<file path="config.mk">
export PLATFORM = sky130hd
export DESIGN_NAME = stt_queue
export DESIGN_NICKNAME = d
export VERILOG_FILES = /design/src/design/stt_pkg.sv /design/src/design/stt_queue.sv
export VERILOG_INCLUDE_DIRS = /design/src /design/src/design
export SDC_FILE = /design/constraint.sdc
export NUM_CORES = 1
export LEC_CHECK = 0
export ABC_AREA = 0
export BUFFER_PORTS_ARGS = -buffer_cell sky130_fd_sc_hd__buf_2
export CAP_MARGIN = 5
export CORE_MARGIN = 4
export CORE_UTILIZATION = 40
export CTS_CLUSTER_DIAMETER = 200
export DETAILED_ROUTE_END_ITERATION = 10
export GPL_TIMING_DRIVEN = 0
export SLEW_MARGIN = 30
export SYNTH_ARGS = -nofsm -noshare
export SYNTH_HDL_FRONTEND = slang
export SYNTH_SLANG_ARGS = --single-unit
</file>
<file path="constraint.sdc">
create_clock -name clk -period 5.95 [get_ports clk]
set_input_delay 0.8925 -clock clk [delete_from_list [all_inputs] [get_ports clk]]
set_output_delay 0.8925 -clock clk [all_outputs]
set_load 0.01 [all_outputs]
</file>
<file path="src/design/source_text_tokenizer_defines.svh">
// ----------------------------------------------------------------------------
// Assertion macros for the source text tokenizer
// Concurrent checks, compiled away under SYNTHESIS.
// ----------------------------------------------------------------------------
`ifndef SOURCE_TEXT_TOKENIZER_DEFINES_SVH
`define SOURCE_TEXT_TOKENIZER_DEFINES_SVH

`ifndef SYNTHESIS
// clocked on clk, disabled while arst_n is low
`define STT_ASSERT(label, prop, msg) \
	label: assert property (@(posedge clk) disable iff (!arst_n) (prop)) else $error(msg);
// clocked on clk, checked during reset as well
`define STT_ASSERT_ALWAYS(label, prop, msg) \
	label: assert property (@(posedge clk) (prop)) else $error(msg);
`else
`define STT_ASSERT(label, prop, msg)
`define STT_ASSERT_ALWAYS(label, prop, msg)
`endif

`endif

</file>
<file path="src/design/stt_pkg.sv">
// ----------------------------------------------------------------------------
// stt_pkg
// Types, codes, character constants and helpers of the source text tokenizer.
// ----------------------------------------------------------------------------
`timescale 1ns / 1ps

package stt_pkg;

	localparam int DEF_LINE_WIDTH   = 16;
	localparam int DEF_COLUMN_WIDTH = 16;
	localparam int MAX_RESULTS      = 3;
	localparam int QDEPTH           = 4;

	localparam logic [7:0] CH_NL     = 8'h0A;
	localparam logic [7:0] CH_SPACE  = 8'h20;
	localparam logic [7:0] CH_HASH   = 8'h23;
	localparam logic [7:0] CH_MINUS  = 8'h2D;
	localparam logic [7:0] CH_GT     = 8'h3E;
	localparam logic [7:0] CH_LT     = 8'h3C;
	localparam logic [7:0] CH_EQ     = 8'h3D;
	localparam logic [7:0] CH_QMARK  = 8'h3F;
	localparam logic [7:0] CH_PLUS   = 8'h2B;
	localparam logic [7:0] CH_QUOTE  = 8'h22;
	localparam logic [7:0] CH_UNDER  = 8'h5F;
	localparam logic [7:0] CH_DOT    = 8'h2E;
	localparam logic [7:0] CH_COLON  = 8'h3A;
	localparam logic [7:0] CH_COMMA  = 8'h2C;
	localparam logic [7:0] CH_SLASH  = 8'h2F;
	localparam logic [7:0] CH_STAR   = 8'h2A;
	localparam logic [7:0] CH_NUL    = 8'h00;

	typedef enum logic [3:0] {
		MD_IDLE, MD_COMMENT, MD_MINUS, MD_LT, MD_GT, MD_EQ, MD_PLUS,
		MD_PLUSMINUS, MD_DOT, MD_NUMBER, MD_IDENT, MD_STRING, MD_HALT
	} mode_t;

	typedef enum logic [1:0] {
		RK_TEXT, RK_TOKEN, RK_ERROR, RK_END
	} rec_kind_t;

	typedef enum logic [4:0] {
		TK_COLON, TK_ASSIGN, TK_MINUS, TK_PARAM, TK_LE, TK_LT, TK_GE, TK_GT,
		TK_COMPARE, TK_COMMA, TK_ADDASSIGN, TK_ADD, TK_DIV, TK_MUL, TK_NUMBER,
		TK_IN, TK_PROGRAM, TK_IDENT, TK_STRING
	} tok_kind_t;

	typedef enum logic {
		EC_UNEXPECTED, EC_UNTERMINATED
	} err_code_t;

	typedef enum logic [3:0] {
		CC_SKIP, CC_HASH, CC_COLON, CC_COMMA, CC_SLASH, CC_STAR, CC_MINUS,
		CC_LT, CC_GT, CC_EQ, CC_PLUS, CC_DOT, CC_QUOTE, CC_DIGIT, CC_ALPHA,
		CC_OTHER
	} char_class_t;

	typedef struct packed {
		logic [7:0] source_char;
		logic       end_of_input;
	} in_item_t;

	typedef struct packed {
		rec_kind_t  record_kind;
		tok_kind_t  token_kind;
		logic [7:0] text_char;
		logic [15:0] start_line;
		logic [15:0] start_column;
		err_code_t  error_code;
		logic       last_of_item;
	} out_item_t;

	// all records caused by one transaction
	typedef struct packed {
		logic [1:0]                        count;
		out_item_t [MAX_RESULTS-1:0]       recs;
	} bundle_t;

	function automatic logic is_digit(input logic [7:0] c);
		return (c >= 8'h30) && (c <= 8'h39);
	endfunction

	function automatic logic is_alpha(input logic [7:0] c);
		return ((c >= 8'h61) && (c <= 8'h7A)) || ((c >= 8'h41) && (c <= 8'h5A));
	endfunction

	function automatic char_class_t classify(input logic [7:0] c);
		char_class_t cls;
		case (c)
			CH_SPACE, CH_NL: cls = CC_SKIP;
			CH_HASH:  cls = CC_HASH;
			CH_COLON: cls = CC_COLON;
			CH_COMMA: cls = CC_COMMA;
			CH_SLASH: cls = CC_SLASH;
			CH_STAR:  cls = CC_STAR;
			CH_MINUS: cls = CC_MINUS;
			CH_LT:    cls = CC_LT;
			CH_GT:    cls = CC_GT;
			CH_EQ:    cls = CC_EQ;
			CH_PLUS:  cls = CC_PLUS;
			CH_DOT:   cls = CC_DOT;
			CH_QUOTE: cls = CC_QUOTE;
			default: begin
				if (is_digit(c))
					cls = CC_DIGIT;
				else if (is_alpha(c))
					cls = CC_ALPHA;
				else
					cls = CC_OTHER;
			end
		endcase
		return cls;
	endfunction

	// "in"
	function automatic logic [7:0] kw_in_char(input logic [3:0] p);
		logic [7:0] ch;
		case (p)
			4'd0: ch = 8'h69;
			4'd1: ch = 8'h6E;
			default: ch = CH_NUL;
		endcase
		return ch;
	endfunction

	// "program"
	function automatic logic [7:0] kw_prog_char(input logic [3:0] p);
		logic [7:0] ch;
		case (p)
			4'd0: ch = 8'h70;
			4'd1: ch = 8'h72;
			4'd2: ch = 8'h6F;
			4'd3: ch = 8'h67;
			4'd4: ch = 8'h72;
			4'd5: ch = 8'h61;
			4'd6: ch = 8'h6D;
			default: ch = CH_NUL;
		endcase
		return ch;
	endfunction

	function automatic out_item_t mk_rec(input rec_kind_t rk, input tok_kind_t tk,
			input logic [7:0] ch, input logic [15:0] ln, input logic [15:0] cl,
			input err_code_t ec);
		out_item_t r;
		r.record_kind  = rk;
		r.token_kind   = tk;
		r.text_char    = ch;
		r.start_line   = ln;
		r.start_column = cl;
		r.error_code   = ec;
		r.last_of_item = 1'b0;
		return r;
	endfunction

endpackage

</file>
<file path="src/design/stt_queue.sv">
// ----------------------------------------------------------------------------
// stt_queue
// Short register FIFO of record bundles between scanner and output stage.
// ----------------------------------------------------------------------------
`timescale 1ns / 1ps

`include "source_text_tokenizer_defines.svh"

module stt_queue (
	input  logic             clk,
	input  logic             arst_n,
	input  logic             push_valid,
	output logic             push_ready,
	input  stt_pkg::bundle_t push_data,
	output logic             pop_valid,
	input  logic             pop,
	output stt_pkg::bundle_t head
);

	localparam int AW = $clog2(stt_pkg::QDEPTH);
	localparam int CW = $clog2(stt_pkg::QDEPTH + 1);

	stt_pkg::bundle_t mem_q [stt_pkg::QDEPTH];
	logic [AW-1:0]    wptr_q, rptr_q;
	logic [CW-1:0]    count_q;
	logic             push_fire, pop_fire;

	assign push_ready = (count_q != CW'(stt_pkg::QDEPTH));
	assign pop_valid  = (count_q != '0);
	assign push_fire  = push_valid && push_ready;
	assign pop_fire   = pop && pop_valid;
	assign head       = mem_q[rptr_q];

	always_ff @(posedge clk) begin
		if (push_fire)
			mem_q[wptr_q] <= push_data;
	end

	always_ff @(posedge clk or negedge arst_n) begin
		if (!arst_n) begin
			wptr_q  <= '0;
			rptr_q  <= '0;
			count_q <= '0;
		end else begin
			if (push_fire)
				wptr_q <= (wptr_q == AW'(stt_pkg::QDEPTH - 1)) ? '0 : wptr_q + 1'b1;
			if (pop_fire)
				rptr_q <= (rptr_q == AW'(stt_pkg::QDEPTH - 1)) ? '0 : rptr_q + 1'b1;
			count_q <= count_q + CW'(push_fire) - CW'(pop_fire);
		end
	end

	`STT_ASSERT(a_count_bound, count_q <= CW'(stt_pkg::QDEPTH), "queue count above depth")
	`STT_ASSERT(a_no_push_full, push_valid |-> push_ready, "push offered while queue full")
	`STT_ASSERT(a_count_track, $past(arst_n) |-> (count_q == CW'($past(count_q) + CW'($past(push_fire)) - CW'($past(pop_fire)))), "queue count out of step")

endmodule

</file>
==> run metrics, run 1 <==
post-synthesis cell count=817; Syn. warnings=0; detailed-router iteration count before antenna repair=4; Max-slew headroom=between 50% and 60%; Horiz. Die Dim=242.1 um; Vias/cell=approximately 5.0; pre-CTS setup slack=around 2.9 ns; critical setup path kind=reg -> out; outcome=complete, no violations; PD cells=506.7 nW/um2; H-tree Lvls=2; Worst Setup End Kind=output pin; startpoint types=flop; antenna viol nets, final=0; Post-CTS Resized=0; clock root buffer=clkbuf_16; Vias=between 9000 and 10000; I/O Buffers=about 300; final setup fails=0; Post-CTS Hold Buffers=0; initial antenna violation count=6; drt total wl=between 40000 and 50000 um; endpoints failing hold=0; WL met1=between 15000 and 20000 um; Die Area=58620 um2; maxcap violations=0; most used cell, CP=buf_2; Syn Area/Cell=26.84 um2; Worst Clk Skew=roughly 0.011 ns; RSZ-0062 raised after global routing=false; GRT overflow=0; Netlist cell types=18; DP HPWL=28910 um; worst slew pin tran=0.7007 ns; Core ar.=54030 um2; TritonCTS clock tree=yes; Final Max Tran Viols=0; setup bufs post-CTS=0; final worst-path cycle share=59.18%; crit path DAT=roughly 2.6 ns; nets@finish=1361; share of cells above drive strength 1=between 40% and 50%; final-layout fill cell count=around 4400; slowest cell on the critical path=buf_2; clock latency on the worst-skew pair=approximately 0.60 ns; Yosys reg bits=~600; initial core utilization=between 40% and 50%; Die Height=approximately 240 um; CTS Buf Count=61; Max Clk Rate=around 280 MHz; Leak Pwr=between 0.009 and 0.01 uW; Worst-path clk slew=approximately 0.06 ns; Syn Nets=about 980; post-synthesis sequential area ratio=between 80% and 90%; first-pass GRT wire length=approximately 67000 um; DRC=0; crit-path leading delay family=buffers and inverters; synthesis-to-finish area growth=21.61%; Total Routing Usage GR=14.97%; Final Wtd Congestion=0.6599; top sig layer=met5; 1st-iter DRT viols=between 400 and 500; maximum clock path buffer count=3; met3 wire len=roughly 3000 um; worst min path class=in -> async; Critical path buffers and inverters=4; Worst VDD drop=333.4 uV; critical path, cell by cell=clkbuf_1, buf_2, buf_2, mux4_2, buf_2; Crit Path Max Fanout=10; FP Rows=85; drt wl/cell=22.63 um; Setup TNS=0 ns; largest net degree at the start of global routing=a little over 40; slowest cell delay on critical path=~0.40 ns; WL met2=between 20000 and 25000 um; Worst Path Required=5.06 ns; Sink Count=around 600; setup slack after layout=2.429 ns; number of global-route vias before repair=about 11000; Post-Syn Area=between 20000 and 25000 um2; Final min period=around 3.5 ns; I/O pins=roughly 300
through the flow:
stage	instances	total power (uW)	hold WS (ns)	utilization [%]	instance area, um2
after floorplan	817	8349	0.4527	-	21930
after global placement	1816	9978	0.4875	45.00	24310
after detailed placement	1833	10090	0.5102	45.76	24720
after CTS	1945	13810	0.07578	49.34	26660
after global routing	1945	14220	0.09749	49.34	26660
final	1948	13510	0.1264	49.35	26660
cell families after synthesis:
logic type	count (synthesis)	synth area share, %
multiplexers	153	15.54
XOR/XNOR	2	0.07991
AND/OR/NAND/NOR	10	0.3139
flip-flops	603	82.42
buffers and inverters	41	1.147
adder cells (fa/ha/maj)	8	0.4907
layout make-up:
class	count	area, um2	area share [%]
Sequential cell	603	18070	67.78
Clock inverter	37	314.1	1.178
Clock buffer	75	1622	6.081
Multi-Input combinational cell	173	3617	13.57
Buffer	34	225.2	0.8446
Antenna cell	3	7.507	0.02815
Inverter	7	26.28	0.09854
Tap cell	696	870.8	3.266
Timing Repair Buffer	320	1909	7.161
routing by layer:
layer,vias to the layer above,track usage [%]
met5,-,0
met4,6,3.500
met3,68,4.560
met2,250,25.27
met1,5122,19.27
li1,4328,-
power breakdown:
group / internal (uW) / switching (uW)
Combinational: 1860 / 2220
Clock: 2140 / 1530
Sequential: 5590 / 160
cells in the final DEF (no fill, tap or decap):
cell        count
buf_12         10
fa_1            1
bufinv_16       5
dfrtp_1         7
buf_2         321
inv_1           7
or3b_4          1
nand2_1         1
clkinv_4        1
buf_16          7
edfxtp_1      596
xnor2_1         2
mux2_4          2
or3_2           1
clkinvlp_4      4
clkbuf_1       18
and2_4          1
ha_1            7
clkinv_2       15
inv_6           1
clkinv_1       11
clkbuf_16      63
nor2_1          2
diode_2         3
mux4_2        149
mux2_2          2
buf_6          10
and3_4          4
sequential cells by signal (all words and copies together) (netlist names):
name / flops
count_q: 3
mem_q: 596
rptr_q: 2
wptr_q: 2
worst reg2reg max path, stage by stage, from the launching register on:
cell     delay, ns
dfrtp_1       0.45
or3_2         0.49
nand2_1       0.16
inv_1         0.07
ha_1          0.26
inv_1         0.06
ha_1          0.14
inv_1         0.05
fa_1          0.40
xnor2_1       0.15
xnor2_1       0.13
synth_stat cells:
cell / count / area share, %
edfxtp_1: 596 / 82
mux4_2: 149 / 15
buf_2: 18 / 0.41
buf_6: 10 / 0.51
dfrtp_1: 7 / 0.80
ha_1: 7 / 0.40
inv_1: 7 / 0.12
clkbuf_1: 6 / 0.10
and3_2: 4 / 0.14
mux2_2: 2 / 0.10
mux2_4: 2 / 0.14
nor2_1: 2 / 0.034
xnor2_1: 2 / 0.080
and2_4: 1 / 0.040
fa_1: 1 / 0.091
nand2_1: 1 / 0.017
or3_2: 1 / 0.034
or3b_4: 1 / 0.051
worst paths after layout:
path / from / end / slack [ns] / cells past startpoint
worst max-delay path: rptr_q[1] / head[65] / 2.43 / 5
min in group clk: push_data[44] / mem_q[1][44] / 0.50 / 1
worst max register to register: count_q[1] / count_q[2] / 3.49 / 10
max in group asynchronous: arst_n / rptr_q[1] / 5.66 / 1
worst min register to register: count_q[2] / count_q[2] / 0.51 / 1
worst min-delay path: arst_n / wptr_q[1] / 0.13 / 1
No activity file was read; power rests on OpenSTA's default activity.
==> run 2: changes to the inputs <==
==> constraint.sdc (replaced) <==
create_clock -name clk -period 3.7 [get_ports clk]
set_input_delay 0.555 -clock clk [delete_from_list [all_inputs] [get_ports clk]]
set_output_delay 0.555 -clock clk [all_outputs]
set_load 0.01 [all_outputs]
==> run 2 against run 1 <==
Effect of this change:
- hold slack improved by 0.035 ns
- critical path depth did not move
- sequential share of layout area hardly changed
- die area unchanged
- cell count is 0.10% higher
- core utilization about the same
- critical endpoint unchanged
==> run metrics, run 2 (synthesis results as in run 1) <==
final worst-path cycle share=86.28%; maxcap violations=0 (unchanged); pre-CTS setup slack=0.9708 ns (-1.912 ns); clock share of power=27.2% (about the same); TritonCTS clock tree=yes; largest net degree at the start of global routing=41 (unchanged); worst min path class=in -> reg; Final min period=approximately 3.2 ns; final-layout fill cell count=4419 (unchanged); Horiz. Die Dim=242.1 um (unchanged); switch share=29.00% (about the same); I/O pins=304 (unchanged); Final Wtd Congestion=0.6599 (unchanged); Critical path buffers and inverters=4 (unchanged); antenna viol nets, final=0 (unchanged); Worst Setup End Kind=output pin; detailed-router iteration count before antenna repair=4 (unchanged); Sink Count=603 (unchanged); synthesis-to-finish area growth=21.67% (about the same); PD cells=814.6 nW/um2 (+61%); fin util=49.38% (about the same); final setup fails=0 (unchanged); outcome=complete, no violations; crit path DAT=2.64 ns (about the same); number of global-route vias before repair=10590 (+0.10%); Largest regs=mem_q: 596 flops, count_q: 3 flops; Max-slew headroom=52.78% (-0.51 points); Final Max Tran Viols=0 (unchanged); clock latency on the worst-skew pair=0.60 ns (about the same); Seq pwr share=42.6% (about the same); Die Height=242.1 um (unchanged); Vias/cell=5.015 (about the same); crit-path leading delay family=buffers and inverters; max reg flops=596 (unchanged); FP Rows=85 (unchanged); startpoint types=flop; top sig layer=met5; worst slew pin tran=0.7084 ns (+0.007632 ns); Leak Pwr=0.009079 uW (about the same); clock root buffer=clkbuf_16; slowest cell delay on critical path=0.40 ns (about the same); WL met2=22420 um (-0.15%); Worst Clk Skew=0.01097 ns (+0.0001537 ns); GRT overflow=0 (unchanged); first-pass GRT wire length=67160 um (about the same); critical path, cell by cell=clkbuf_1, buf_2, buf_2, mux4_2, buf_2; DP HPWL=28910 um (unchanged); nets@finish=1362 (+0.073%); DRC=0 (unchanged); drt wl/cell=22.60 um (-0.13%); H-tree Lvls=2 (unchanged); Worst VDD drop=537.7 uV (+61%); combinational share of power=30.2% (about the same); drt total wl=44080 um (about the same); Crit Path Max Fanout=10 (unchanged); commonest non-fill, non-tap cell in the layout=edfxtp_1; I/O Buffers=303 (unchanged); endpoints failing hold=0 (unchanged); initial core utilization=40.58% (unchanged); Vias=9779 (+0.051%); Worst Path Required=3.14 ns (-1.92 ns); Largest Register=mem_q; maximum clock path buffer count=3 (unchanged); 1st-iter DRT viols=497 (unchanged); initial antenna violation count=6 (unchanged); CTS Buf Count=61 (unchanged); most used cell, CP=buf_2; RSZ-0062 raised after global routing=false; most frequent cells in the layout=596 x edfxtp_1, 321 x buf_2, 149 x mux4_2; WL met1=17890 um (+0.75%); r2r setup slk=1.24 ns (-2.25 ns); share of cells above drive strength 1=47.76% (about the same); setup slack after layout=0.5077 ns (-1.921 ns); Core ar.=54030 um2 (unchanged); Max Clk Rate=313.3 MHz; slowest cell on the critical path=buf_2; P_int=15430 uW (+61%); Post-CTS Resized=0 (unchanged); critical setup path kind=reg -> out; Worst-path clk slew=0.06 ns (about the same); switching pwr=6302 uW (+61%); Die Area=58620 um2 (unchanged); met3 wire len=2909 um (-3.7%); Total Routing Usage GR=14.98% (about the same)
==> run 2: changes by cell type in the layout (fill, tap and decap cells not counted) <==
cell,before,now
dlygate4sd3_1,0,1
diode_2,3,4
==> run 2: area by class of cell <==
| type | instances | area [um2] | area share, % |
|---|---|---|---|
| clock inverter | 37 | 314.1 | 1.177 |
| buffer | 34 | 225.2 | 0.8442 |
| timing repair buffer | 321 | 1919 | 7.195 |
| sequential | 603 | 18070 | 67.75 |
| tap | 696 | 870.8 | 3.264 |
| antenna | 4 | 10.01 | 0.03752 |
| clock buffer | 75 | 1622 | 6.079 |
| multi-input combinational | 173 | 3617 | 13.56 |
| inverter | 7 | 26.28 | 0.09849 |
==> run 2: metal layers <==
metal / track usage (%) / vias to the layer above
li1: - / 4332
met1: 19.27 / 5123
met2: 25.29 / 249
met3: 4.560 / 69
met4: 3.500 / 6
met5: 0 / -
==> run 2: path summary, 6_finish.rpt <==
path | start | end | cells past startpoint
worst max-delay path | rptr_q[1] | head[65] | 5
worst min-delay path | push_data[44] | mem_q[1][44] | 1
worst max register to register | count_q[1] | count_q[2] | 10
worst min register to register | count_q[2] | count_q[2] | 1
max in group asynchronous | arst_n | wptr_q[0] | 2
min in group asynchronous | arst_n | count_q[0] | 2
==> run 2: timing repair <==
| action | 4_1_cts | 5_1_grt |
|---|---|---|
| hold buffers | 1 | 0 |
| setup buffers | 0 | 0 |
| endpoints found under the hold margin | 7 | 0 |
==> run 2: metrics by stage <==
stage	TNS [ns]	hold WS (ns)	power (uW)	instances	area (um2)
2_1_floorplan	0	0.2594	13430	817	21930
3_3_place_gp	-476.71	0.3958	16050	1816	24310
3_5_place_dp	0	0.4076	16230	1833	24720
4_1_cts	0	0.1050	22210	1946	26670
5_1_grt	0	0.1164	22870	1946	26670
6_report	0	0.1611	21730	1950	26680
==> run 2: power groups by stage <==
stage / Sequential [uW] / Combinational [uW] / Clock, uW
after detailed placement: 9410 / 6820 / 0
after CTS: 9270 / 6840 / 6110
after floorplan: 9410 / 4010 / 0
final: 9250 / 6570 / 5910
after global placement: 9560 / 6490 / 0
after global routing: 9360 / 7150 / 6370
